<file path="src/jct_pkg.sv">
`default_nettype none

package jct_pkg;

    localparam int NUM_CARDS = 52;
    localparam int RANKS     = 13;

    localparam int CARD_W  = (NUM_CARDS > 2) ? $clog2(NUM_CARDS) : 1;
    localparam int CNT_W   = $clog2(NUM_CARDS + 1);
    localparam int DIVD_W  = $clog2(2 * NUM_CARDS);
    localparam int SHIFT_W = (DIVD_W > 2) ? $clog2(DIVD_W) : 1;

    // The presence scan looks at four cards in each cycle.
    localparam int CHUNK   = 4;
    localparam int NCHUNK  = (NUM_CARDS + CHUNK - 1) / CHUNK;
    localparam int CHK_W   = (NCHUNK > 1) ? $clog2(NCHUNK) : 1;

    localparam logic [1:0] KIND_NEW_DECK  = 2'd0;
    localparam logic [1:0] KIND_COUNT_OUT = 2'd1;
    localparam logic [1:0] KIND_RETURN    = 2'd2;
    localparam logic [1:0] KIND_REMOVE    = 2'd3;

    localparam logic [1:0] ST_REMOVED     = 2'd0;
    localparam logic [1:0] ST_DONE        = 2'd1;
    localparam logic [1:0] ST_BAD_ARG     = 2'd2;
    localparam logic [1:0] ST_STACK_SHORT = 2'd3;

    typedef struct packed {
        logic [1:0] kind;
        logic [5:0] step;
        logic [5:0] count;
        logic [1:0] card_suit;
        logic [3:0] card_rank;
    } t_in;

    typedef struct packed {
        logic [1:0] status;
        logic [1:0] out_suit;
        logic [3:0] out_rank;
        logic [5:0] deck_size;
        logic [5:0] stack_size;
        logic       last;
    } t_out;

    typedef struct packed {
        logic              start;
        logic [CARD_W-1:0] k;
    } t_seek_req;

    typedef struct packed {
        logic              done;
        logic [CARD_W-1:0] card;
    } t_seek_rsp;

    typedef struct packed {
        logic              start;
        logic [DIVD_W-1:0] dividend;
        logic [CNT_W-1:0]  divisor;
    } t_mod_req;

    typedef struct packed {
        logic              done;
        logic [CARD_W-1:0] rem;
    } t_mod_rsp;

    // Suit number of a card index before it is folded into two bits.
    function automatic logic [2:0] card_group(input logic [CARD_W-1:0] c);
        logic [2:0] q;
        q = '0;
        for (int s = 1; s <= (NUM_CARDS - 1) / RANKS; s++) begin
            if (int'(c) >= s * RANKS) begin
                q = 3'(s);
            end
        end
        return q;
    endfunction

    function automatic logic [1:0] card_suit(input logic [CARD_W-1:0] c);
        logic [2:0] q;
        q = card_group(c);
        return q[1:0];
    endfunction

    function automatic logic [3:0] card_rank(input logic [CARD_W-1:0] c);
        logic [2:0] q;
        q = card_group(c);
        return 4'(int'(c) - int'(q) * RANKS);
    endfunction

endpackage

`default_nettype wire

</file>
<file path="src/jct_ram.sv">
`default_nettype none

module jct_ram #(
    parameter int WIDTH = 8,
    parameter int DEPTH = 16
) (
    input  wire logic                     i_clk,
    input  wire logic                     i_we,
    input  wire logic [$clog2(DEPTH)-1:0] i_waddr,
    input  wire logic [WIDTH-1:0]         i_wdata,
    input  wire logic [$clog2(DEPTH)-1:0] i_raddr,
    output logic      [WIDTH-1:0]         o_rdata
);

    logic [WIDTH-1:0] r_mem [DEPTH];
    logic [WIDTH-1:0] r_rdata;

    always_ff @(posedge i_clk) begin
        if (i_we) begin
            r_mem[i_waddr] <= i_wdata;
        end
        r_rdata <= r_mem[i_raddr];
    end

    assign o_rdata = r_rdata;

endmodule

`default_nettype wire

</file>
<file path="src/jct_seek.sv">
`default_nettype none

// Finds the k-th present card, scanning four presence bits per cycle.
module jct_seek (
    input  wire logic                         i_clk,
    input  wire logic                         i_rst_n,
    input  wire jct_pkg::t_seek_req           i_req,
    input  wire logic [jct_pkg::NUM_CARDS-1:0] i_mask,
    output jct_pkg::t_seek_rsp                o_rsp
);

    localparam int PAD_W = jct_pkg::NCHUNK * jct_pkg::CHUNK;

    logic                         r_busy;
    logic [jct_pkg::CHK_W-1:0]    r_chunk;
    logic [jct_pkg::CARD_W-1:0]   r_k;

    logic [PAD_W-1:0]             padded;
    logic [jct_pkg::CHUNK-1:0]    bits;
    logic [2:0]                   pop;
    logic                         hit;
    logic [1:0]                   pos;

    assign padded = PAD_W'(i_mask);
    assign bits   = padded[r_chunk * jct_pkg::CHUNK +: jct_pkg::CHUNK];
    assign pop    = 3'($countones(bits));
    assign hit    = (int'(r_k) < int'(pop));

    always_comb begin
        logic [2:0] seen;
        logic       got;
        seen = '0;
        got  = 1'b0;
        pos  = '0;
        for (int j = 0; j < jct_pkg::CHUNK; j++) begin
            if (bits[j] && !got) begin
                if (seen == {1'b0, r_k[1:0]}) begin
                    pos = 2'(j);
                    got = 1'b1;
                end
                seen = seen + 3'd1;
            end
        end
    end

    always_ff @(posedge i_clk) begin
        if (!i_rst_n) begin
            r_busy <= 1'b0;
        end else if (i_req.start) begin
            r_busy <= 1'b1;
        end else if (r_busy && hit) begin
            r_busy <= 1'b0;
        end
    end

    always_ff @(posedge i_clk) begin
        if (i_req.start) begin
            r_k     <= i_req.k;
            r_chunk <= '0;
        end else if (r_busy && !hit) begin
            r_k     <= r_k - jct_pkg::CARD_W'(pop);
            r_chunk <= r_chunk + 1'b1;
        end
    end

    assign o_rsp.done = r_busy && hit;
    assign o_rsp.card = jct_pkg::CARD_W'({r_chunk, pos});

endmodule

`default_nettype wire

</file>
<file path="src/jct_mod.sv">
`default_nettype none

// Restoring remainder: one shifted divisor is tried per cycle.
module jct_mod (
    input  wire logic              i_clk,
    input  wire logic              i_rst_n,
    input  wire jct_pkg::t_mod_req i_req,
    output jct_pkg::t_mod_rsp      o_rsp
);

    localparam int WIDE_W = jct_pkg::DIVD_W + jct_pkg::CNT_W;

    logic                         r_busy;
    logic [jct_pkg::DIVD_W-1:0]   r_rem;
    logic [jct_pkg::CNT_W-1:0]    r_dvs;
    logic [jct_pkg::SHIFT_W-1:0]  r_sh;

    logic [WIDE_W-1:0]            shifted;
    logic [jct_pkg::DIVD_W-1:0]   n_rem;

    assign shifted = WIDE_W'(r_dvs) << r_sh;
    assign n_rem   = (WIDE_W'(r_rem) >= shifted)
                   ? r_rem - shifted[jct_pkg::DIVD_W-1:0] : r_rem;

    always_ff @(posedge i_clk) begin
        if (!i_rst_n) begin
            r_busy <= 1'b0;
        end else if (i_req.start) begin
            r_busy <= 1'b1;
        end else if (r_busy && r_sh == '0) begin
            r_busy <= 1'b0;
        end
    end

    always_ff @(posedge i_clk) begin
        if (i_req.start) begin
            r_rem <= i_req.dividend;
            r_dvs <= i_req.divisor;
            r_sh  <= jct_pkg::SHIFT_W'(jct_pkg::DIVD_W - 1);
        end else if (r_busy) begin
            r_rem <= n_rem;
            r_sh  <= r_sh - 1'b1;
        end
    end

    assign o_rsp.done = r_busy && (r_sh == '0);
    assign o_rsp.rem  = jct_pkg::CARD_W'(n_rem);

endmodule

`default_nettype wire

</file>
<file path="src/josephus_card_table.sv">
`default_nettype none

// Card deck with counting-out removal and a stack of removed cards.
//
// Commands arrive as beats on the input channel (i_valid / o_ready, payload
// i_data) and results leave as beats on the output channel (o_valid /
// i_ready, payload o_data). A command is taken only while the block is idle;
// new deck, remove card and the error cases give one result, held in the
// pending register and then handed to the output register. Count out gives
// one result per removed card, or one done result when the deck is empty.
// For each card the remainder unit folds the counting index into the deck
// size, the scan walks the presence mask four cards at a time, and the
// result is handed to the output register. Return cards reads the stack
// memory one entry per cycle and then gives its single result.
//
// Reset makes all cards present and empties the stack. The stack memory has
// no clearing pass; its entries hold no meaning until count out writes them.
// A stalled receiver leaves the result in the output register; the block
// then holds its next result until the register drains, and it still takes
// the next command beat once the last result of the previous one is queued.
module josephus_card_table (
    input  wire logic          i_clk,
    input  wire logic          i_rst_n,
    input  wire logic          i_valid,
    output logic               o_ready,
    input  wire jct_pkg::t_in  i_data,
    output logic               o_valid,
    input  wire logic          i_ready,
    output jct_pkg::t_out      o_data
);

    typedef enum logic [5:0] {
        S_IDLE  = 6'b000001,
        S_MOD   = 6'b000010,
        S_SEEK  = 6'b000100,
        S_EMIT  = 6'b001000,
        S_POP   = 6'b010000,
        S_DRAIN = 6'b100000
    } t_state;

    t_state                          r_state, n_state;
    t_state                          r_next, n_next;
    logic [jct_pkg::NUM_CARDS-1:0]   r_deck, n_deck;
    logic [jct_pkg::CNT_W-1:0]       r_deck_cnt, n_deck_cnt;
    logic [jct_pkg::CNT_W-1:0]       r_stack_cnt, n_stack_cnt;
    logic [5:0]                      r_left, n_left;
    logic [5:0]                      r_step, n_step;
    logic [jct_pkg::CARD_W-1:0]      r_i, n_i;
    logic                            r_rd_pend, n_rd_pend;
    jct_pkg::t_out                   r_pend, n_pend;
    logic                            r_oval, n_oval;
    jct_pkg::t_out                   r_odata, n_odata;

    jct_pkg::t_seek_req              seek_req;
    jct_pkg::t_seek_rsp              seek_rsp;
    jct_pkg::t_mod_req               mod_req;
    jct_pkg::t_mod_rsp               mod_rsp;

    logic                            ram_we;
    logic [jct_pkg::CARD_W-1:0]      ram_wdata;
    logic [jct_pkg::CARD_W-1:0]      ram_rdata;
    logic [jct_pkg::CNT_W-1:0]       stack_dec;
    logic [6:0]                      rm_idx;
    logic                            accept;
    logic                            slot_free;

    assign accept    = i_valid && o_ready;
    assign slot_free = !r_oval || i_ready;
    assign stack_dec = r_stack_cnt - 1'b1;
    assign rm_idx    = 7'(i_data.card_suit) * 7'(jct_pkg::RANKS) + 7'(i_data.card_rank);

    jct_ram #(
        .WIDTH (jct_pkg::CARD_W),
        .DEPTH (jct_pkg::NUM_CARDS)
    ) u_stack (
        .i_clk   (i_clk),
        .i_we    (ram_we),
        .i_waddr (r_stack_cnt[jct_pkg::CARD_W-1:0]),
        .i_wdata (ram_wdata),
        .i_raddr (stack_dec[jct_pkg::CARD_W-1:0]),
        .o_rdata (ram_rdata)
    );

    jct_seek u_seek (
        .i_clk   (i_clk),
        .i_rst_n (i_rst_n),
        .i_req   (seek_req),
        .i_mask  (r_deck),
        .o_rsp   (seek_rsp)
    );

    jct_mod u_mod (
        .i_clk   (i_clk),
        .i_rst_n (i_rst_n),
        .i_req   (mod_req),
        .o_rsp   (mod_rsp)
    );

    always_comb begin
        logic last_card;
        n_state     = r_state;
        n_next      = r_next;
        n_deck      = r_deck;
        n_deck_cnt  = r_deck_cnt;
        n_stack_cnt = r_stack_cnt;
        n_left      = r_left;
        n_step      = r_step;
        n_i         = r_i;
        n_rd_pend   = 1'b0;
        n_pend      = r_pend;
        n_oval      = r_oval && !i_ready;
        n_odata     = r_odata;
        seek_req    = '0;
        mod_req     = '0;
        ram_we      = 1'b0;
        ram_wdata   = seek_rsp.card;
        last_card   = 1'b0;

        // A stack entry read in the previous cycle goes back into the deck
        // unless that card is already there.
        if (r_rd_pend) begin
            if (int'(ram_rdata) < jct_pkg::NUM_CARDS && !r_deck[ram_rdata]) begin
                n_deck[ram_rdata] = 1'b1;
                n_deck_cnt        = r_deck_cnt + 1'b1;
            end
        end

        unique case (r_state)
            S_IDLE: begin
                if (accept) begin
                    n_pend.status   = jct_pkg::ST_DONE;
                    n_pend.out_suit = '0;
                    n_pend.out_rank = '0;
                    n_pend.last     = 1'b1;
                    n_next          = S_IDLE;
                    n_state         = S_EMIT;
                    unique case (i_data.kind)
                        jct_pkg::KIND_NEW_DECK: begin
                            n_deck     = '1;
                            n_deck_cnt = jct_pkg::CNT_W'(jct_pkg::NUM_CARDS);
                        end
                        jct_pkg::KIND_COUNT_OUT: begin
                            if (i_data.step == '0 || int'(i_data.step) > jct_pkg::NUM_CARDS
                                || i_data.count == '0) begin
                                n_pend.status = jct_pkg::ST_BAD_ARG;
                            end else begin
                                n_stack_cnt = '0;
                                if (r_deck_cnt != '0) begin
                                    n_left           = i_data.count;
                                    n_step           = i_data.step;
                                    mod_req.start    = 1'b1;
                                    mod_req.dividend = jct_pkg::DIVD_W'(i_data.step - 6'd1);
                                    mod_req.divisor  = r_deck_cnt;
                                    n_state          = S_MOD;
                                end
                            end
                        end
                        jct_pkg::KIND_RETURN: begin
                            if (int'(i_data.count) > int'(r_stack_cnt)) begin
                                n_pend.status = jct_pkg::ST_STACK_SHORT;
                            end else if (i_data.count != '0) begin
                                n_left  = i_data.count;
                                n_state = S_POP;
                            end
                        end
                        jct_pkg::KIND_REMOVE: begin
                            if (int'(i_data.card_rank) >= jct_pkg::RANKS
                                || int'(rm_idx) >= jct_pkg::NUM_CARDS) begin
                                n_pend.status = jct_pkg::ST_BAD_ARG;
                            end else if (r_deck[rm_idx[jct_pkg::CARD_W-1:0]]) begin
                                n_deck[rm_idx[jct_pkg::CARD_W-1:0]] = 1'b0;
                                n_deck_cnt      = r_deck_cnt - 1'b1;
                                n_pend.status   = jct_pkg::ST_REMOVED;
                                n_pend.out_suit = i_data.card_suit;
                                n_pend.out_rank = i_data.card_rank;
                            end
                        end
                    endcase
                    n_pend.deck_size  = 6'(n_deck_cnt);
                    n_pend.stack_size = 6'(n_stack_cnt);
                end
            end
            S_MOD: begin
                if (mod_rsp.done) begin
                    n_i            = mod_rsp.rem;
                    seek_req.start = 1'b1;
                    seek_req.k     = mod_rsp.rem;
                    n_state        = S_SEEK;
                end
            end
            S_SEEK: begin
                if (seek_rsp.done) begin
                    n_deck[seek_rsp.card] = 1'b0;
                    n_deck_cnt = r_deck_cnt - 1'b1;
                    if (int'(r_stack_cnt) < jct_pkg::NUM_CARDS) begin
                        ram_we      = 1'b1;
                        n_stack_cnt = r_stack_cnt + 1'b1;
                    end
                    n_left    = r_left - 6'd1;
                    last_card = (r_left == 6'd1) || (r_deck_cnt == jct_pkg::CNT_W'(1));
                    n_pend.status     = jct_pkg::ST_REMOVED;
                    n_pend.out_suit   = jct_pkg::card_suit(seek_rsp.card);
                    n_pend.out_rank   = jct_pkg::card_rank(seek_rsp.card);
                    n_pend.deck_size  = 6'(n_deck_cnt);
                    n_pend.stack_size = 6'(n_stack_cnt);
                    n_pend.last       = last_card;
                    n_next            = last_card ? S_IDLE : S_MOD;
                    n_state           = S_EMIT;
                end
            end
            S_EMIT: begin
                if (slot_free) begin
                    n_oval  = 1'b1;
                    n_odata = r_pend;
                    n_state = r_next;
                    if (r_next == S_MOD) begin
                        mod_req.start    = 1'b1;
                        mod_req.dividend = jct_pkg::DIVD_W'(r_i) + jct_pkg::DIVD_W'(r_step)
                                         - jct_pkg::DIVD_W'(1);
                        mod_req.divisor  = r_deck_cnt;
                    end
                end
            end
            S_POP: begin
                n_stack_cnt = stack_dec;
                n_left      = r_left - 6'd1;
                n_rd_pend   = 1'b1;
                if (r_left == 6'd1) begin
                    n_state = S_DRAIN;
                end
            end
            S_DRAIN: begin
                n_pend.status     = jct_pkg::ST_DONE;
                n_pend.out_suit   = '0;
                n_pend.out_rank   = '0;
                n_pend.deck_size  = 6'(n_deck_cnt);
                n_pend.stack_size = 6'(n_stack_cnt);
                n_pend.last       = 1'b1;
                n_next            = S_IDLE;
                n_state           = S_EMIT;
            end
            default: begin
                n_state = S_IDLE;
            end
        endcase
    end

    always_ff @(posedge i_clk) begin
        if (!i_rst_n) begin
            r_state     <= S_IDLE;
            r_next      <= S_IDLE;
            r_deck      <= '1;
            r_deck_cnt  <= jct_pkg::CNT_W'(jct_pkg::NUM_CARDS);
            r_stack_cnt <= '0;
            r_left      <= '0;
            r_rd_pend   <= 1'b0;
            r_oval      <= 1'b0;
        end else begin
            r_state     <= n_state;
            r_next      <= n_next;
            r_deck      <= n_deck;
            r_deck_cnt  <= n_deck_cnt;
            r_stack_cnt <= n_stack_cnt;
            r_left      <= n_left;
            r_rd_pend   <= n_rd_pend;
            r_oval      <= n_oval;
        end
    end

    always_ff @(posedge i_clk) begin
        r_step  <= n_step;
        r_i     <= n_i;
        r_pend  <= n_pend;
        r_odata <= n_odata;
    end

    assign o_ready = (r_state == S_IDLE);
    assign o_valid = r_oval;
    assign o_data  = r_odata;

    // The stack never holds more entries than there are cards in a full deck.
    a_stack_bound: assert property (@(posedge i_clk) disable iff (!i_rst_n)
        int'(r_stack_cnt) <= jct_pkg::NUM_CARDS)
        else $error("stack count above deck size");

    // The running card count tracks the presence mask.
    a_deck_count: assert property (@(posedge i_clk) disable iff (!i_rst_n)
        $countones(r_deck) == int'(r_deck_cnt))
        else $error("deck count out of step with presence mask");

    // A result enters the output register only from the hand-off state.
    a_emit_src: assert property (@(posedge i_clk) disable iff (!i_rst_n)
        $rose(o_valid) |-> $past(r_state == S_EMIT))
        else $error("result loaded outside hand-off state");

    // Every command beat moves the block out of idle.
    a_cmd_busy: assert property (@(posedge i_clk) disable iff (!i_rst_n)
        (i_valid && o_ready) |=> (r_state != S_IDLE))
        else $error("command beat left the block idle");

endmodule

`default_nettype wire

</file>
<file path="config.mk">
export PLATFORM = sky130hd
export DESIGN_NAME = josephus_card_table
export DESIGN_NICKNAME = d
export VERILOG_FILES = /design/src/jct_pkg.sv /design/src/jct_ram.sv /design/src/jct_seek.sv /design/src/jct_mod.sv /design/src/josephus_card_table.sv
export SDC_FILE = /design/constraint.sdc
export NUM_CORES = 1
export LEC_CHECK = 0
export BUFFER_PORTS_ARGS = -buffer_cell sky130_fd_sc_hd__buf_2
export CAP_MARGIN = 20
export CORE_MARGIN = 2
export CORE_UTILIZATION = 30
export DETAILED_ROUTE_END_ITERATION = 7
export PLACE_DENSITY_LB_ADDON = 0.05
export REMOVE_ABC_BUFFERS = 1
export SLEW_MARGIN = 25
export SYNTH_ARGS = -nofsm -noshare
export SYNTH_HDL_FRONTEND = slang
export SYNTH_SLANG_ARGS = --single-unit
</file>
<file path="constraint.sdc">
create_clock -name i_clk -period 13.1 [get_ports i_clk]
set_clock_uncertainty 0.2 [all_clocks]
set_input_delay 1.31 -clock i_clk [delete_from_list [all_inputs] [get_ports i_clk]]
set_output_delay 1.31 -clock i_clk [all_outputs]
set_load 0.1 [all_outputs]
</file>
== After elaboration in Yosys (flattened, before gate mapping) ==
Memory sizes are Yosys's and may differ from the RTL's. A register that Yosys moved wholly into a read port is not among the register bits.
Index checks and enable logic that the tools add are counted.

* RAM bits: 312
* Output and inout bits: 23
* Input bits: 24
* Logic and storage cells: 259
* Bits in registers: 166
* Memories kept: 1

{| class="wikitable"
|+ Memories
! memory !! depth !! bits a word !! rd ports !! clocked after Yosys merged registers in !! write ports !! line !! text
|-
| u_stack.r_mem || 52 || 6 || 1 || 1 || 1 || jct_ram.sv:15 || <nowiki>logic [WIDTH-1:0] r_mem [DEPTH];</nowiki>
|}

* Multipliers: 2
* Reductions and logical operators: 46
* Multiplexer cells: 111
* Bitwise logic cells: 6
* Add/subtract/negate cells: 19
* Order comparisons: 17
* Equality and inequality tests: 25
* Shift-type cells: 2

{| class="wikitable"
|+ Operators with widths
! operator !! count
|-
| $mux 52 || 6
|-
| $pmux 52 s2 || 2
|-
| $mux 6 || 28
|-
| $and 52x52->52 || 2
|-
| $not 52->52 || 2
|-
| $mux 14 || 6
|-
| $pmux 21 s3 || 1
|-
| $pmux 6 s3 || 3
|-
| $or 52x52->52 || 1
|-
| $shiftx 52x7->4 || 1
|-
| $mux 21 || 2
|-
| $mux 7 || 6
|-
| $pmux 6 s2 || 3
|-
| $pmux 6 s6 || 1
|-
| $pmux 14 s2 || 1
|-
| $mux 1 || 26
|-
| $lt 6x7->1 const B || 3
|-
| $demux 1 s6 || 3
|-
| $eq 6x1->1 const B || 3
|-
| $ge 6x1->1 const B || 3
|-
| $mux 2 || 9
|-
| $mux 3 || 6
|-
| $sub 6x1->6 const B || 3
|-
| $ge 7x13->1 || 1
|-
| 58 further kinds || 106
|}

== Depth between registers and ports, before layout ==
Gate-level depths: netlist of run 1.

* Depth in word-level cells: 22
* Mapped depth: 24
* Depth with buffers taken out: 21

== Hierarchy ==
Synthesis of run 1 repeated with hierarchy kept, for this count alone.

* Cell total of the unflattened synthesis: 2021
* Area total of the unflattened synthesis: 24609.9 sq um

{| class="wikitable"
|+ By module, submodules not included
! module !! seq. area each (sq um) !! instances !! area each (sq um) !! cells each
|-
| jct_ram || 9489.1 || 1 || 12399.4 || 596
|-
| josephus_card_table || 3223.1 || 1 || 9539.1 || 1154
|-
| jct_mod || 470.5 || 1 || 1340.0 || 140
|-
| jct_seek || 280.3 || 1 || 1331.3 || 131
|}

== Worst setup path after synthesis of run 1 ==
Ideal clock, no wire load.

* Path kind: register to register
* Start: reg u_seek.r_chunk[0] in the netlist's numbering
* End: reg r_next[0]
* Period minus slack after synthesis: 6.574 ns
* Required time: 12.772 ns
* Path buffers: 3
* Cell stages (with the launch flop): 21
* Arrival: 6.245 ns
* Setup time: 0.128 ns
* Path slack: 6.526 ns
* Cell sequence: dfxtp_1 buf_6 buf_4 buf_2 mux4_2 a22oi_1 o21ai_0 ha_1 ha_1 fa_1 inv_1 fa_1 a211o_1 nor3_1 nand2_1 nand2_1 o21ai_1 a21oi_1 nand4_1 o21ai_0 nand2_1

* Cells in the longest elaborated chain, start to end: 7
* Elaborated cells on any way between the ends: 8
* Classes of those cells: 3 x add/sub; 1 x order compare; 1 x eq/ne; 1 x shift; 2 x reduce/logical

{| class="wikitable"
|+ RTL lines
! element !! line !! text
|-
| start, declared || jct_seek.sv:15 || <nowiki>logic [jct_pkg::CHK_W-1:0] r_chunk;</nowiki>
|-
| start signal, assigned || jct_seek.sv:62 || <nowiki>r_chunk <= r_chunk + 1'b1;</nowiki>
|-
| $shiftx 52x7->4 * || jct_seek.sv:25 || <nowiki>assign bits = padded[r_chunk * jct_pkg::CHUNK +: jct_pkg::CHUNK];</nowiki>
|-
| $add 1x1->2 (not written as such) || jct_seek.sv:26 || <nowiki>assign pop = 3'($countones(bits));</nowiki>
|-
| $add 3x3->3 (not written as such) * || jct_seek.sv:26 ||
|-
| $lt 6x3->1 * || jct_seek.sv:27 || <nowiki>assign hit = (int'(r_k) < int'(pop));</nowiki>
|-
| $logic_and 1x1->1 * || jct_seek.sv:66 || <nowiki>assign o_rsp.done = r_busy && hit;</nowiki>
|-
| $ne 2x2->1 (no line) * || -- ||
|-
| $reduce_and 3->1 (no line) * || -- ||
|-
| end signal, assigned || josephus_card_table.sv:260 || <nowiki>r_next <= n_next;</nowiki>
|-
| end, declared || josephus_card_table.sv:42 || <nowiki>t_state r_next, n_next;</nowiki>
|}

Every way passes the cells marked *; elsewhere a longest branch is shown, timed or not.
A chain may end at the register's enable or synchronous reset.

== Worst setup path in the final report of run 1 ==
* Start: reg u_seek.r_chunk[2] in the netlist's numbering
* End: mem u_stack.r_mem[22][4] in the netlist's numbering, enable pin

* Cells in the longest elaborated chain, start to end: 9
* Elaborated cells on any way between the ends: 10
* Classes of those cells: 3 x add/sub; 1 x order compare; 1 x shift; 4 x mux; 1 x reduce/logical

{| class="wikitable"
|+ RTL lines
! element !! line !! text
|-
| $shiftx 52x7->4 * || jct_seek.sv:25 ||
|-
| $add 1x1->2 (not written as such) || jct_seek.sv:26 ||
|-
| $add 3x3->3 (not written as such) * || jct_seek.sv:26 ||
|-
| $lt 6x3->1 * || jct_seek.sv:27 ||
|-
| $logic_and 1x1->1 * || jct_seek.sv:66 ||
|-
| $mux 1 * || josephus_card_table.sv:192 || <nowiki>if (seek_rsp.done) begin</nowiki>
|-
| $mux 1 * || josephus_card_table.sv:128 || <nowiki>unique case (r_state)</nowiki>
|-
| $mux 1 * || jct_ram.sv:19 || <nowiki>if (i_we) begin</nowiki>
|-
| $mux 1 (not written as such) * || jct_ram.sv:20 || <nowiki>r_mem[i_waddr] <= i_wdata;</nowiki>
|-
| end, declared || jct_ram.sv:15 ||
|}

Marked as above.

==> results.txt, run 1 <==
The run finished with clean final reports. The worst hold slack came out at 215 ps. In the final design database the tool counted 1986 nets. The switching share of total power is 28.7%. The run gives 13160 ps as the data required time at the worst endpoint. The core region is 78700 µm².

In this run the tightest slew margin relative to its limit is 25.2%. The tools report the number of buffers inserted during clock tree synthesis as 55. The number of nets with antenna violations after routing was 0.

Counting flops with an async set or reset pin after synthesis yields a share of 0%. Summed over all failing endpoints, the final setup total negative slack is 0 ps. The number of global-route vias before repair was 16200; the transition at the pin with the smallest max-transition slack was 1110 ps. Once the floorplan was initialized, standard cells occupied 30.2% of the core. The count of pins over their slew limit is 0. Area used by multi-input combinational logic: 9660 µm². The count of filler cells inserted in the layout was 7646. The critical-path cell with the highest stage delay was sky130_fd_sc_hd__dfxtp_2. The number of DRC markers after the initial detailed-route iteration is 1584.

The worst setup path is captured at a flip-flop. Post-cts gate resize count: 0. The share of the Yosys chip area taken by registers is 56.6%. Setup repair after global routing left no endpoint under its margin. Layout-stage area growth over the synthesis result: 13.6%. Synthesis instantiated 84 different standard cells from the library. On the worst path, the slowest cell contributes a delay of 850 ps. Yosys instantiated no cell more often than sky130_fd_sc_hd__edfxtp_1. Max-cap violations in this run came to 0. The time the final worst path needs with I/O delays and setup came out at 7270 ps.

For the HPWL after detailed placement, the log shows 52400 µm. Average wire per cell in the routed design: 25.8 µm. For this run, the top clock speed supported by timing is 138 MHz. STA classifies the critical path startpoint as a flip-flop. The share of the synthesized area in the top cell type works out to 48.6%.

The level count of the clock H-tree was 2; the top fanout value on the critical path was 36. The count of cells in the finished layout, fillers not included, comes to 2990. After Yosys synthesis, and, or, nand and nor cells account for 10.4% of the synthesized area. By startpoint and endpoint, the worst setup path is classified as flip-flop to flip-flop. The share of layout cells above drive strength 1 was 17.4%. Setup violations remaining at the end of the flow were counted as 0. No sink is reached through more buffers than the 3 on the longest clock path. The tools report the post-route standard cell area excluding fillers as 27000 µm².

For this design, the sink count on the clock tree is 480. In the global route stage, overall resource usage came out at 18.8%. The die area is 81600 µm², and the height of the die is 286 µm. In this run the count of I/O pins placed on the die edge is 47. Global routing finished with a remaining overflow of 0. Portion of total power attributed to sequential cells: 45.4%. The later pin in the worst-skew pair is clocked with a latency of 620 ps. The peak ir drop on the vdd network was 0.107 mV.

After detailed routing, the number of vias per cell comes to 5.38. After synthesis, the cell types taking the most area are sky130_fd_sc_hd__edfxtp_1 49%, sky130_fd_sc_hd__mux4_2 11%, sky130_fd_sc_hd__dfxtp_1 8.0%, sky130_fd_sc_hd__ha_1 3.1%, sky130_fd_sc_hd__nor2_1 2.5%. The width of the die came out at 286 µm. The fraction of the mapped netlist area in compound gates is 11.3%, and the number of rows created at floorplan is 103.

Of all cell types, the one taking the most synthesized area is sky130_fd_sc_hd__edfxtp_1. Total count of hold-check failures in the final report: 0. The run gives 0 as the post-CTS setup buffer count. The largest family of logic cells by synthesized area was multiplexers. The analysis attributes to net switching a power of 1.16 mW.

The worst endpoint data arrival time was 7320 ps; the area share of xor/xnor cells in the synthesized design was 1.73%. The internal power is 2.87 mW, and the clock slew seen by the registers of the worst setup and hold paths is 60 ps. Yosys mapped a number of flops with a built-in enable equal to 385. In the final layout, flip-flops and latches occupy 13500 µm². The final critical path takes up 55.5% of the cycle. The count of state elements after synthesis is 480. The tools report the root cell of the clock tree as sky130_fd_sc_hd__clkbuf_16. In this run, placement finished with an instance count of 2889. Summing every instance area after synthesis gives 23800 µm².

The leakage power came out at 9.20 nW. The mux cell area share after synthesis was 13.1%; the initial antenna violation count was 1. The adder and majority cell fraction of the synthesized area is 3.74%, and the maximum number of pins on one net before global-route repair is 63. Weighted congestion reported at the end of routability-driven placement: 0.864. Among all flip-flop cells after synthesis, the most frequent one is sky130_fd_sc_hd__edfxtp_1.

During placement, the flow inserted port buffers numbering 46. Each instance of the synthesized netlist takes up on average 12.8 µm². The run gives 16100 as the total via count after detailed routing. The logs give 114000 µm for the global-route wire length before repair and 0 for the total of warnings raised by yosys. The type of the most critical hold path was flip-flop to flip-flop. The clock group share of total power was 37.9%; the first-pass detailed-route iteration total was 5.

Of the total power, combinational logic draws 16.6%. The final layout contains routed wiring with a total length of 77200 µm. The signal on the critical path passes through buf_4, or3b_2, o22ai_1, a211oi_1, and2_1, inv_1, ha_1, ha_1, fa_1, inv_1, fa_1, a211o_1, nor3_1, and2_1, nand2_1, nor2_1, nand3_1, nor2_1.

Synthesis produced a netlist whose cell count is 1865. Once placement finished, the instance area stood at 25300 µm². The remaining routing DRC violations was 0.

TritonCTS built the clock tree. The number of buffers inserted by hold repair at cts is 0. In this run the power density over the cells is 149 nW/µm².

Counting instances in the post-synthesis netlist gives the leading cell types as 385 x sky130_fd_sc_hd__edfxtp_1, 160 x sky130_fd_sc_hd__nor2_1, 141 x sky130_fd_sc_hd__nand2_1, 119 x sky130_fd_sc_hd__mux4_2.
routing by layer:
layer  track usage [%]  routed length, µm  vias to the layer above
met2              31.0              36900                      500
li1                  -                  -                     7230
met4              4.66               1610                        0
met3              2.56               3830                       97
met5                 0                  0                        -
met1              26.2              34900                     8269
state kept, by name, summed over array words and instances (netlist names), 3 cells and up:
register / flops
u_stack.r_mem: 312
r_deck: 52
o_data: 21
r_pend: 21
u_mod.r_rem: 7
r_deck_cnt: 6
r_i: 6
r_left: 6
r_stack_cnt: 6
r_state: 6
r_step: 6
u_mod.r_dvs: 6
u_seek.r_k: 6
u_stack.o_rdata: 6
u_seek.r_chunk: 4
u_mod.r_sh: 3
power by group through the flow:
stage	clock network, mW	logic (mW)	registers [mW]
floorplan	0	0.426	1.85
CTS	1.58	0.672	1.83
detailed placement	0	0.670	1.86
global route	1.63	0.735	1.84
finish	1.53	0.669	1.83
global placement	0	0.671	1.86
worst max-delay path, delay by kind of cell, from the launching register on:
family	cells	cell delay, ps
simple gates	8	2990
fa+ha+maj	4	1420
flops	1	850
compound gates	3	730
buf+inv	3	700
final cells by class:
cell class | instances | area share [%]
Clock inverter | 34 | 1.29
Sequential cell | 480 | 49.9
Tap cell | 1050 | 4.86
Inverter | 80 | 1.11
Antenna cell | 1 | 0.00926
Timing Repair Buffer | 83 | 1.89
Clock buffer | 66 | 5.25
Multi-Input combinational cell | 1196 | 35.7
cell families (layout without fill, tap and decap cells):
group           count (synthesis)  after routing
flops                         480            480
buf+inv                       189            263
xor+xnor                       47             47
compound gates                410            410
fa+ha+maj                      67             67
simple gates                  512            512
mux                           160            160
other cells                     0              1
path summary, 6_finish.rpt:
check                                  from                              to  slack (ps)  depth (start not counted)
max          u_seek.r_chunk[2]$_SDFFE_PP0P_  u_stack.r_mem[22][4]$_DFFE_PP_        5830                         18
min                    r_pend[10]$_DFFE_PP_            o_data[10]$_DFFE_PP_         220                          0
max reg2reg  u_seek.r_chunk[2]$_SDFFE_PP0P_  u_stack.r_mem[22][4]$_DFFE_PP_        5830                         18
min reg2reg            r_pend[10]$_DFFE_PP_            o_data[10]$_DFFE_PP_         220                          0
stage by stage:
step	utilization, %	worst slack (ps)	total power, mW
2_1_floorplan	-	5520	2.28
3_3_place_gp	32.1	5700	2.53
3_5_place_dp	32.1	5660	2.53
4_1_cts	34.3	5680	4.07
5_1_grt	34.3	5360	4.20
6_report	34.3	5830	4.02
cells in the final DEF (no fill, tap or decap), drive strengths merged, types with 13 or more instances in the layout:
| master | count |
|---|---|
| nor3 | 41 |
| or3 | 14 |
| ha | 59 |
| nor2b | 17 |
| xnor2 | 26 |
| nand3b | 14 |
| and2 | 18 |
| inv | 78 |
| buf | 83 |
| dfxtp | 95 |
| nand3 | 38 |
| a221o | 36 |
| nor2 | 160 |
| nand2b | 15 |
| o21ai | 115 |
| o221ai | 17 |
| o22ai | 13 |
| edfxtp | 385 |
| clkinv | 29 |
| mux4 | 119 |
| nand2 | 141 |
| xor2 | 21 |
| a21oi | 111 |
| clkbuf | 66 |
| mux2i | 30 |
(Power assumes the default switching activity.)
==> run 2: changes to the inputs <==
--- a/config.mk
+++ b/config.mk
@@ -5,6 +5,7 @@
 export SDC_FILE = /design/constraint.sdc
 export NUM_CORES = 1
 export LEC_CHECK = 0
+export ABC_AREA = 1
 export BUFFER_PORTS_ARGS = -buffer_cell sky130_fd_sc_hd__buf_2
 export CAP_MARGIN = 20
 export CORE_MARGIN = 2
==> constraint.sdc (replaced) <==
create_clock -name i_clk -period 6.1 [get_ports i_clk]
set_clock_uncertainty 0.2 [all_clocks]
set_input_delay 0.61 -clock i_clk [delete_from_list [all_inputs] [get_ports i_clk]]
set_output_delay 0.61 -clock i_clk [all_outputs]
set_load 0.1 [all_outputs]
==> run 2 against run 1 <==
Against the previous run: cell count grew 25%; flip-flop and latch count did not move; count of clock-buffer cells in the layout increased by 6; power grew to 3.4 times the previous value; setup slack got worse by 5600 ps; combinational power rose to 8.9 times the previous value; maximum frequency up 24%; sequential power grew 140%; via count up 25%; critical endpoint is now u_stack.r_mem[6][0]$_DFFE_PP_.
==> results.txt, run 2 <==
The flow ran to the end, and the final reports show no timing, DRC or antenna violations. The number of DRC markers after the initial detailed-route iteration is 1621 (+2.3%), and the net total in the final layout is 2714 (+37%). For the number of buffers inserted during clock tree synthesis, the log shows 56 (+1.8%). The count of state elements after synthesis was 480 (unchanged); the transition at the pin with the smallest max-transition slack was 1170 ps (+59.6 ps). For the HPWL after detailed placement, the log shows 60500 µm (+16%). The setup path with the least slack is of type flip-flop to flip-flop. The share of the clock period used by the worst path works out to 96.3% (+41 points). Time the final worst path needs with I/O delays and setup: 5870 ps (-1390 ps). The largest registers in the layout are u_stack.r_mem x312, r_deck x52. In the synthesized netlist the dominant register cell turns out to be sky130_fd_sc_hd__edfxtp_1.

The average size of a mapped cell was 9.42 µm² (-26%); the internal power was 7.69 mW (+170%). The average vias per placed instance is 5.39 (+0.11%). Share of the synthesized area in the top cell type: 47.2% (-1.4 points). The port buffer count is 46 (unchanged), and the portion of total power attributed to sequential cells is 32.4% (-13 points). The critical path starts at u_seek.r_chunk[1]$_SDFFE_PP0P_. Height of the die: 290 µm (+1.4%).

The data required time at the worst endpoint is 6190 ps (-6970 ps). Remaining routing DRC violations: 0 (unchanged). The worst setup path is captured at a flip-flop. The placeable core area is 80700 µm² (+2.5%), and the setup slack of the worst register-to-register path is 230 ps (-5610 ps). The run gives 30.4% (+0.13 points) as the effective utilization at floorplan.

The maximum count of clock buffers along a single path is 3 (unchanged). For the CTS sink count, the log shows 480 (unchanged). The logs give 20.9% (+2.1 points) for the total global routing track utilization and 0 (-1) for the count of inserted antenna diode cells. The logs give 88300 µm (+14%) for the detailed-route wire length and 0 (unchanged) for the count of pins over their slew limit. The worst-case reg-to-reg path depth was 23 (+5). For the count of max-cap constraint violations, the log shows 0 (unchanged).

The leakage power was 10.2 nW (+10%). The most common cell after layout, fill and taps aside was sky130_fd_sc_hd__edfxtp_1. Clock slew seen by the registers of the worst setup and hold paths: 60 ps (about the same).

The I/O pin count was 47 (unchanged). The run gives 20100 (+25%) as the total via count after detailed routing. The tools report the launching point of the worst reg2reg path as u_seek.r_chunk[1]$_SDFFE_PP0P_. Type of the most critical hold path: primary input to flip-flop. The logs give 2 (unchanged) for the level count of the clock H-tree and 650 ps (+30 ps) for the clock latency on the worst-skew pair. Number of rows created at floorplan: 104 (+0.97%). By area the synthesized netlist is led by sky130_fd_sc_hd__edfxtp_1 47%, sky130_fd_sc_hd__dfxtp_1 7.8%, sky130_fd_sc_hd__o21ai_0 6.1%, sky130_fd_sc_hd__nand2_1 5.2%, sky130_fd_sc_hd__nor2_1 4.8%.

TritonCTS built the clock tree. The share of layout cells above drive strength 1 is 10.2% (-7.2 points), and the worst endpoint data arrival time is 5970 ps (-1350 ps). The standard cell area after detailed placement was 25900 µm² (+2.7%).

STA classifies the critical path startpoint as a flip-flop. The total of warnings raised by yosys is 0 (unchanged). The endpoint identified for the worst register-to-register timing path is u_stack.r_mem[6][0]$_DFFE_PP_. The post-route standard cell area excluding fillers was 27900 µm² (+3.1%); the layout-stage area growth over the synthesis result was 13.8%.

The run gives 21.5% (-3.7 points) as the relative max-transition margin. Width of the die: 290 µm (+1.4%). By count the netlist is led by 385 x sky130_fd_sc_hd__edfxtp_1, 336 x sky130_fd_sc_hd__nand2_1, 314 x sky130_fd_sc_hd__nor2_1, 298 x sky130_fd_sc_hd__o21ai_0, 226 x sky130_fd_sc_hd__inv_1. The first-pass detailed-route iteration total was 5 (unchanged); the total count of hold-check failures in the final report was 0 (unchanged).

The logs give 131000 µm (+15%) for the global-route wire length before repair and 2599 (+39%) for the synthesized instance count. For the switching power, the log shows 6.08 mW (+430%). Post-placement setup slack: 241 ps (-5420 ps). For the peak ir drop on the vdd network, the log shows 0.444 mV (+320%).

In the layout the commonest cells are 385 x sky130_fd_sc_hd__edfxtp_1, 335 x sky130_fd_sc_hd__nand2_1, 298 x sky130_fd_sc_hd__o21ai_0. Root cell of the clock tree: sky130_fd_sc_hd__clkbuf_16. The sequential share of the synthesized area was 55.0% (-1.6 points); the weighted congestion reported at the end of routability-driven placement was 0.923 (+6.8%). The run gives 20000 (+23%) as the number of global-route vias before repair. For the initial antenna violation count, the log shows 1 (unchanged). For the number of nets with antenna violations after routing, the log shows 0 (unchanged).

Post-synthesis cell type with the largest combined area: sky130_fd_sc_hd__edfxtp_1. The instance count after placement with tap cells included was 3620 (+25%); the die area was 83900 µm² (+2.9%). The run gives 64 (-24%) as the distinct cell type count after synthesis.

For the final setup violation count, the log shows 0 (unchanged). The setup slack after layout was 226 ps (-5610 ps); the top fanout value on the critical path was 17 (-53%). Setup repair after global routing could not meet its margin everywhere. By instance count, the leading cell after synthesis is sky130_fd_sc_hd__edfxtp_1. The cell area after synthesis is 24500 µm² (+2.9%). The post-CTS setup buffer count was 0 (unchanged); the power density of the placed cells was 494 nW/µm² (+230%). The maximum number of pins on one net before global-route repair was 91 (+44%); the switching share of total power was 44.2% (+15 points). For the share of power burned in combinational logic, the log shows 43.3% (+27 points). The number of standard cells in the final layout excluding fillers is 3730 (+25%). The clock group share of total power came out at 24.3% (-14 points).

The most critical setup path has its endpoint at u_stack.r_mem[6][0]$_DFFE_PP_. The average wire per cell in the routed design is 23.7 µm (-8.4%). The register with the most flip-flops in the final layout is u_stack.r_mem. The total congestion overflow was 0 (unchanged); the count of flip-flops with a built-in enable after synthesis was 385 (unchanged). The highest attainable clock frequency came out at 170 MHz (+24%). The proportion of register bits with asynchronous set or reset after synthesis was 0% (unchanged). The flip-flop count of the largest register, all copies and words added is 312 (unchanged).
==> run 2: cell count changes after synthesis, sizes merged, moves of 35 or more <==
cell | previous run | this run
o22ai | 13 | 68
a31oi | 9 | 57
nand2 | 141 | 342
inv | 79 | 239
clkbuf | 79 | 119
o21ai | 115 | 333
mux4 | 119 | 0
nand3 | 38 | 105
a221o | 36 | 0
nor2 | 160 | 318
o211ai | 8 | 43
==> run 2: metal layers <==
metal | global-route usage (%) | routed length [µm] | vias up | share of wire, %
met5 | 0 | 0 | - | 0
li1 | - | - | 9368 | -
met3 | 2.65 | 4450 | 155 | 5.0
met2 | 34.9 | 42100 | 673 | 48
met1 | 27.8 | 38700 | 9906 | 44
met4 | 7.85 | 3070 | 0 | 3.5
==> run 2: through the flow <==
step,hold WS (ps),utilization (%),total power [mW],setup TNS (ps)
after detailed placement,207,32.2,10.4,0
after global routing,76.5,34.5,14.5,-16360
after CTS,47.1,34.5,13.8,0
final,92.0,34.5,13.8,0
after floorplan,200,-,7.57,-739050
after global placement,203,32.2,10.5,0
==> run 2: how the worst min path moves through the flow <==
stage,end,from,slack [ps],cells after the start
2_1_floorplan,o_data[0]$_DFFE_PP_,r_pend[0]$_DFFE_PP_,200,0
5_1_grt,r_left[3]$_SDFFE_PN0P_,i_data[9],80,3
3_5_place_dp,o_data[8]$_DFFE_PP_,r_pend[8]$_DFFE_PP_,210,0
4_1_cts,r_left[3]$_SDFFE_PN0P_,i_data[9],50,3
6_report,r_left[3]$_SDFFE_PN0P_,i_data[9],90,3
3_3_place_gp,o_data[15]$_DFFE_PP_,r_pend[15]$_DFFE_PP_,200,0
==> run 2: worst max-delay path, stage by stage, from the launching register on <==
cell                      delay (ps)
sky130_fd_sc_hd__dfxtp_2         580
sky130_fd_sc_hd__inv_2           230
sky130_fd_sc_hd__nand3_1         130
sky130_fd_sc_hd__nand2_1          80
sky130_fd_sc_hd__nand2_1          60
sky130_fd_sc_hd__nand2_1          70
sky130_fd_sc_hd__nor2_1          200
sky130_fd_sc_hd__inv_1           100
sky130_fd_sc_hd__ha_1            280
sky130_fd_sc_hd__ha_1            210
sky130_fd_sc_hd__fa_1            480
sky130_fd_sc_hd__inv_1            70
sky130_fd_sc_hd__fa_1            400
sky130_fd_sc_hd__nand2_1          90
sky130_fd_sc_hd__nand2_1          70
sky130_fd_sc_hd__nor2_1          150
sky130_fd_sc_hd__nand3_1         140
sky130_fd_sc_hd__nor2_1          170
sky130_fd_sc_hd__inv_1           150
sky130_fd_sc_hd__nor2_1          260
sky130_fd_sc_hd__inv_1           110
sky130_fd_sc_hd__nor2_1          300
sky130_fd_sc_hd__nand3_1         530
sky130_fd_sc_hd__nor2_2          480
==> run 2: final cells by class <==
| cell class | instances | area (µm²) |
|---|---|---|
| inverter | 250 | 943 |
| multi-input combinational | 1728 | 9590 |
| timing repair buffer | 108 | 723 |
| clock inverter | 32 | 307 |
| fill | 8321 | 52800 |
| clock buffer | 72 | 1500 |
| sequential | 480 | 13500 |
| tap | 1060 | 1330 |
==> run 2: repair_timing <==
action                                  in CTS  in global routing
endpoints found under the setup margin       0                138
hold buffers                                 6                  0
gates resized for setup                      0                 18
hold endpoints to repair                     6                  0
==> run 2: power groups by stage <==
stage	Clock, mW	Combinational (mW)	Sequential (mW)
after global placement	0	5.99	4.51
after global routing	3.55	6.49	4.50
final	3.35	5.96	4.46
after floorplan	0	3.16	4.42
after CTS	3.43	5.95	4.45
after detailed placement	0	5.92	4.51
==> run 2: cell families after synthesis <==
family,count (synthesis),share of synthesized area (%)
multiplexers,1,0.0409
buffers and inverters,391,6.32
AND/OR/NAND/NOR,853,15.0
XOR/XNOR,31,1.14
adder cells (fa/ha/maj),66,3.59
AO/OA/AOI/OAI,777,18.9
flip-flops,480,55.0
==> run 3: changes to the inputs <==
--- a/config.mk
+++ b/config.mk
@@ -8,6 +8,7 @@
 export ABC_AREA = 1
 export BUFFER_PORTS_ARGS = -buffer_cell sky130_fd_sc_hd__buf_2
 export CAP_MARGIN = 20
+export CORE_ASPECT_RATIO = 1.75
 export CORE_MARGIN = 2
 export CORE_UTILIZATION = 30
 export DETAILED_ROUTE_END_ITERATION = 7
==> run 3 against run 2 <==
Against the previous run: first-iteration DRC count grew 0.80%; die area up 0.11%; setup slack better by 92 ps; wire length up 8.2%; via count increased by 0.36%.
==> results.txt, run 3 (synthesis results as in run 2) <==
The flow ran to the end, and the final reports show no timing, DRC or antenna violations. Compared with the post-synthesis result, the final layout area differs by 13.6%. The flip-flop count of the largest register, all copies and words added is 312 (unchanged).

Port buffer count: 46 (unchanged). The post-route standard cell area excluding fillers is 27800 µm² (-0.15%), and the worst-case reg-to-reg path depth is 24 (+4.3%). In this run the worst setup path begins at u_seek.r_chunk[0]$_SDFFE_PP0P_. Maximum count of clock buffers along a single path: 3 (unchanged).

The tools report the total congestion overflow as 0 (unchanged). For the I/O pin count, the log shows 47 (unchanged). The number of DRC markers after the initial detailed-route iteration was 1634 (+0.80%). The logs give 138 (+33%) for the number of rows created at floorplan and 163 ps (-77.6 ps) for the post-placement setup slack. The tree is rooted in a sky130_fd_sc_hd__clkbuf_16. Initial antenna violation count: 1 (unchanged). The top fanout value on the critical path works out to 28 (+11).

The cell depth of the worst hold path works out to 1 (-2). Power density of the placed cells: 493 nW/µm² (-0.17%). The first-pass detailed-route iteration total is 5 (unchanged). The peak ir drop on the vdd network was 0.290 mV (-35%); the count of pins over their slew limit was 0 (unchanged). The final core utilization is 34.4% (-0.11 points), and the number of nets with antenna violations after routing is 0 (unchanged). The average wire per cell in the routed design is 25.7 µm (+8.6%). The type of the most critical hold path was primary input to flip-flop. The die area was 84000 µm² (+0.11%). The run gives 3715 (-0.40%) as the number of standard cells in the final layout excluding fillers. The worst endpoint data arrival time was 5870 ps (-100 ps); the summed negative setup slack over all endpoints was 0 ps (unchanged).

Placeable core area: 80800 µm² (+0.16%). In this run the critical register-to-register path is captured at u_stack.r_mem[19][0]$_DFFE_PP_. For the count of max-cap constraint violations, the log shows 0 (unchanged). The startpoint identified for the worst register-to-register timing path is u_seek.r_chunk[0]$_SDFFE_PP0P_.

The worst setup path is launched from a flip-flop. The average vias per placed instance works out to 5.43 (+0.77%). By startpoint and endpoint, the worst setup path is classified as flip-flop to flip-flop. Effective utilization at floorplan: 30.3% (-0.049 points). Setup repair after global routing could not meet its margin everywhere.

The setup slack after layout is 317 ps (+91.6 ps). The transition at the pin with the smallest max-transition slack works out to 1040 ps (-137 ps). The CTS sink count was 480 (unchanged). Leaving out fill and tap cells, the most frequent cells in the layout are 385 x sky130_fd_sc_hd__edfxtp_1, 335 x sky130_fd_sc_hd__nand2_1, 298 x sky130_fd_sc_hd__o21ai_0. The level count of the clock H-tree is 2 (unchanged), and the clock slew seen by the registers of the worst setup and hold paths is 60 ps (about the same). The maximum number of pins on one net before global-route repair was 158 (+74%). The worst setup path is captured at a flip-flop. The height of the die came out at 382 µm (+32%).

For the leakage power, the log shows 10.1 nW (-0.25%). The global-route wire length before repair is 138000 µm (+5.4%), and the setup slack of the worst register-to-register path is 320 ps (+90 ps). The share of layout cells above drive strength 1 works out to 10.8% (+0.58 points). The total global routing track utilization came out at 22.6% (+1.7 points). The share of the clock period used by the worst path came out at 94.8% (-1.5 points).

TritonCTS built the clock tree. The width of the die is 220 µm (-24%). For the detailed-route wire length, the log shows 95500 µm (+8.2%).

The library cell used most frequently in the layout, excluding fill and tap cells, is sky130_fd_sc_hd__edfxtp_1. The run gives 3623 (+0.083%) as the instance count after placement with tap cells included. Final setup violation count: 0 (unchanged). The time the final worst path needs with I/O delays and setup came out at 5780 ps (-91.6 ps). The endpoint with the worst hold slack is r_step[2]$_DFFE_PP_. The logs give 20200 (+0.36%) for the total via count after detailed routing and 173 MHz (+1.6%) for the highest attainable clock frequency.

The post-CTS setup buffer count is 0 (unchanged), and the sum of internal, switching and leakage power is 13.7 mW (-0.32%). The total count of hold-check failures in the final report is 0 (unchanged). The HPWL after detailed placement was 68500 µm (+13%); the number of global-route vias before repair was 20400 (+1.9%). The standard cell area after detailed placement came out at 26100 µm² (+0.63%).

Number of buffers inserted during clock tree synthesis: 48 (-14%). The clock latency on the worst-skew pair is 640 ps (about the same). For the worst hold slack, the log shows 48.3 ps (-43.7 ps). The largest registers in the layout are u_stack.r_mem x312, r_deck x52.

In this run the most critical hold path is launched from i_data[14]. The net total in the final layout came out at 2716 (+0.074%). The logs give 0 (unchanged) for the count of inserted antenna diode cells and 30.4% (+8.9 points) for the relative max-transition margin.

The remaining routing DRC violations was 0 (unchanged). Data required time at the worst endpoint: 6190 ps (about the same). The register ranked first by flip-flop count was u_stack.r_mem.

The run gives 0.995 (+7.8%) as the weighted congestion reported at the end of routability-driven placement.
run 3: changes by cell type in the layout (fill, tap and decap cells not counted), moves of 2 or more:
cell / previous run / this run
sky130_fd_sc_hd__nor2_2: 21 / 23
sky130_fd_sc_hd__inv_4: 2 / 4
sky130_fd_sc_hd__clkbuf_1: 13 / 8
sky130_fd_sc_hd__buf_12: 1 / 7
sky130_fd_sc_hd__nand3_1: 94 / 92
sky130_fd_sc_hd__nor2_4: 2 / 7
sky130_fd_sc_hd__clkbuf_16: 57 / 51
sky130_fd_sc_hd__buf_4: 55 / 62
sky130_fd_sc_hd__nor2_1: 295 / 288
sky130_fd_sc_hd__dlygate4sd3_1: 6 / 3
sky130_fd_sc_hd__clkinv_1: 19 / 17
sky130_fd_sc_hd__nand3_2: 7 / 9
run 3: per-layer routing:
metal / vias up / global-route usage [%] / share of wire [%]
met1: 9942 / 24.3 / 36
met3: 208 / 2.70 / 4.0
li1: 9377 / - / -
met4: 0 / 13.1 / 6.4
met2: 648 / 41.9 / 53
met5: - / 0 / 0
run 3: timing repair:
action / in CTS / in global routing
hold buffers: 3 / 0
hold endpoints to repair: 3 / 0
setup endpoints to repair: 0 / 138
gates resized for setup: 0 / 31
run 3: where the power goes:
| group | leakage [nW] | switching (mW) | total [mW] | internal, mW |
|---|---|---|---|---|
| clock network | 0.767 | 1.37 | 3.05 | 1.68 |
| logic | 5.10 | 4.44 | 6.20 | 1.76 |
| registers | 4.26 | 0.392 | 4.47 | 4.08 |
| total | 10.1 | 6.21 | 13.7 | 7.52 |
run 3: worst max-delay path by stage:
stage	cells after the start	end	slack, ps
floorplan	10	r_next[0]$_SDFFE_PN1P_	-7180
global placement	24	u_stack.r_mem[21][0]$_DFFE_PP_	300
detailed placement	24	u_stack.r_mem[21][0]$_DFFE_PP_	160
CTS	24	u_stack.r_mem[21][5]$_DFFE_PP_	130
global route	24	u_stack.r_mem[17][1]$_DFFE_PP_	-90
finish	24	u_stack.r_mem[19][0]$_DFFE_PP_	320
run 3: final cells by class:
class                           instances  area (µm²)
Timing Repair Buffer                  118         866
Clock buffer                           60        1320
Sequential cell                       480       13500
Tap cell                             1050        1310
Inverter                              250         943
Fill cell                            8393       53000
Multi-Input combinational cell       1728        9640
Clock inverter                         29         256
run 3: worst max-delay path, cell delays in order (launching register included):
cell                      delay (ps)
sky130_fd_sc_hd__dfxtp_4         430
sky130_fd_sc_hd__inv_4           280
sky130_fd_sc_hd__nand2_1          90
sky130_fd_sc_hd__nand3_1         100
sky130_fd_sc_hd__nand2_1         100
sky130_fd_sc_hd__nand2_1          90
sky130_fd_sc_hd__nand2_1          50
sky130_fd_sc_hd__nor2_1          190
sky130_fd_sc_hd__inv_1            90
sky130_fd_sc_hd__ha_1            280
sky130_fd_sc_hd__ha_1            210
sky130_fd_sc_hd__fa_1            480
sky130_fd_sc_hd__inv_1            70
sky130_fd_sc_hd__fa_1            400
sky130_fd_sc_hd__nand2_1         110
sky130_fd_sc_hd__nand2_1          90
sky130_fd_sc_hd__nor2_1          140
sky130_fd_sc_hd__nand3_1         150
sky130_fd_sc_hd__nor2_1          180
sky130_fd_sc_hd__inv_1           170
sky130_fd_sc_hd__nor2_1          250
sky130_fd_sc_hd__inv_1           110
sky130_fd_sc_hd__nor2_1          320
sky130_fd_sc_hd__nand3_2         430
sky130_fd_sc_hd__nor2_2          410
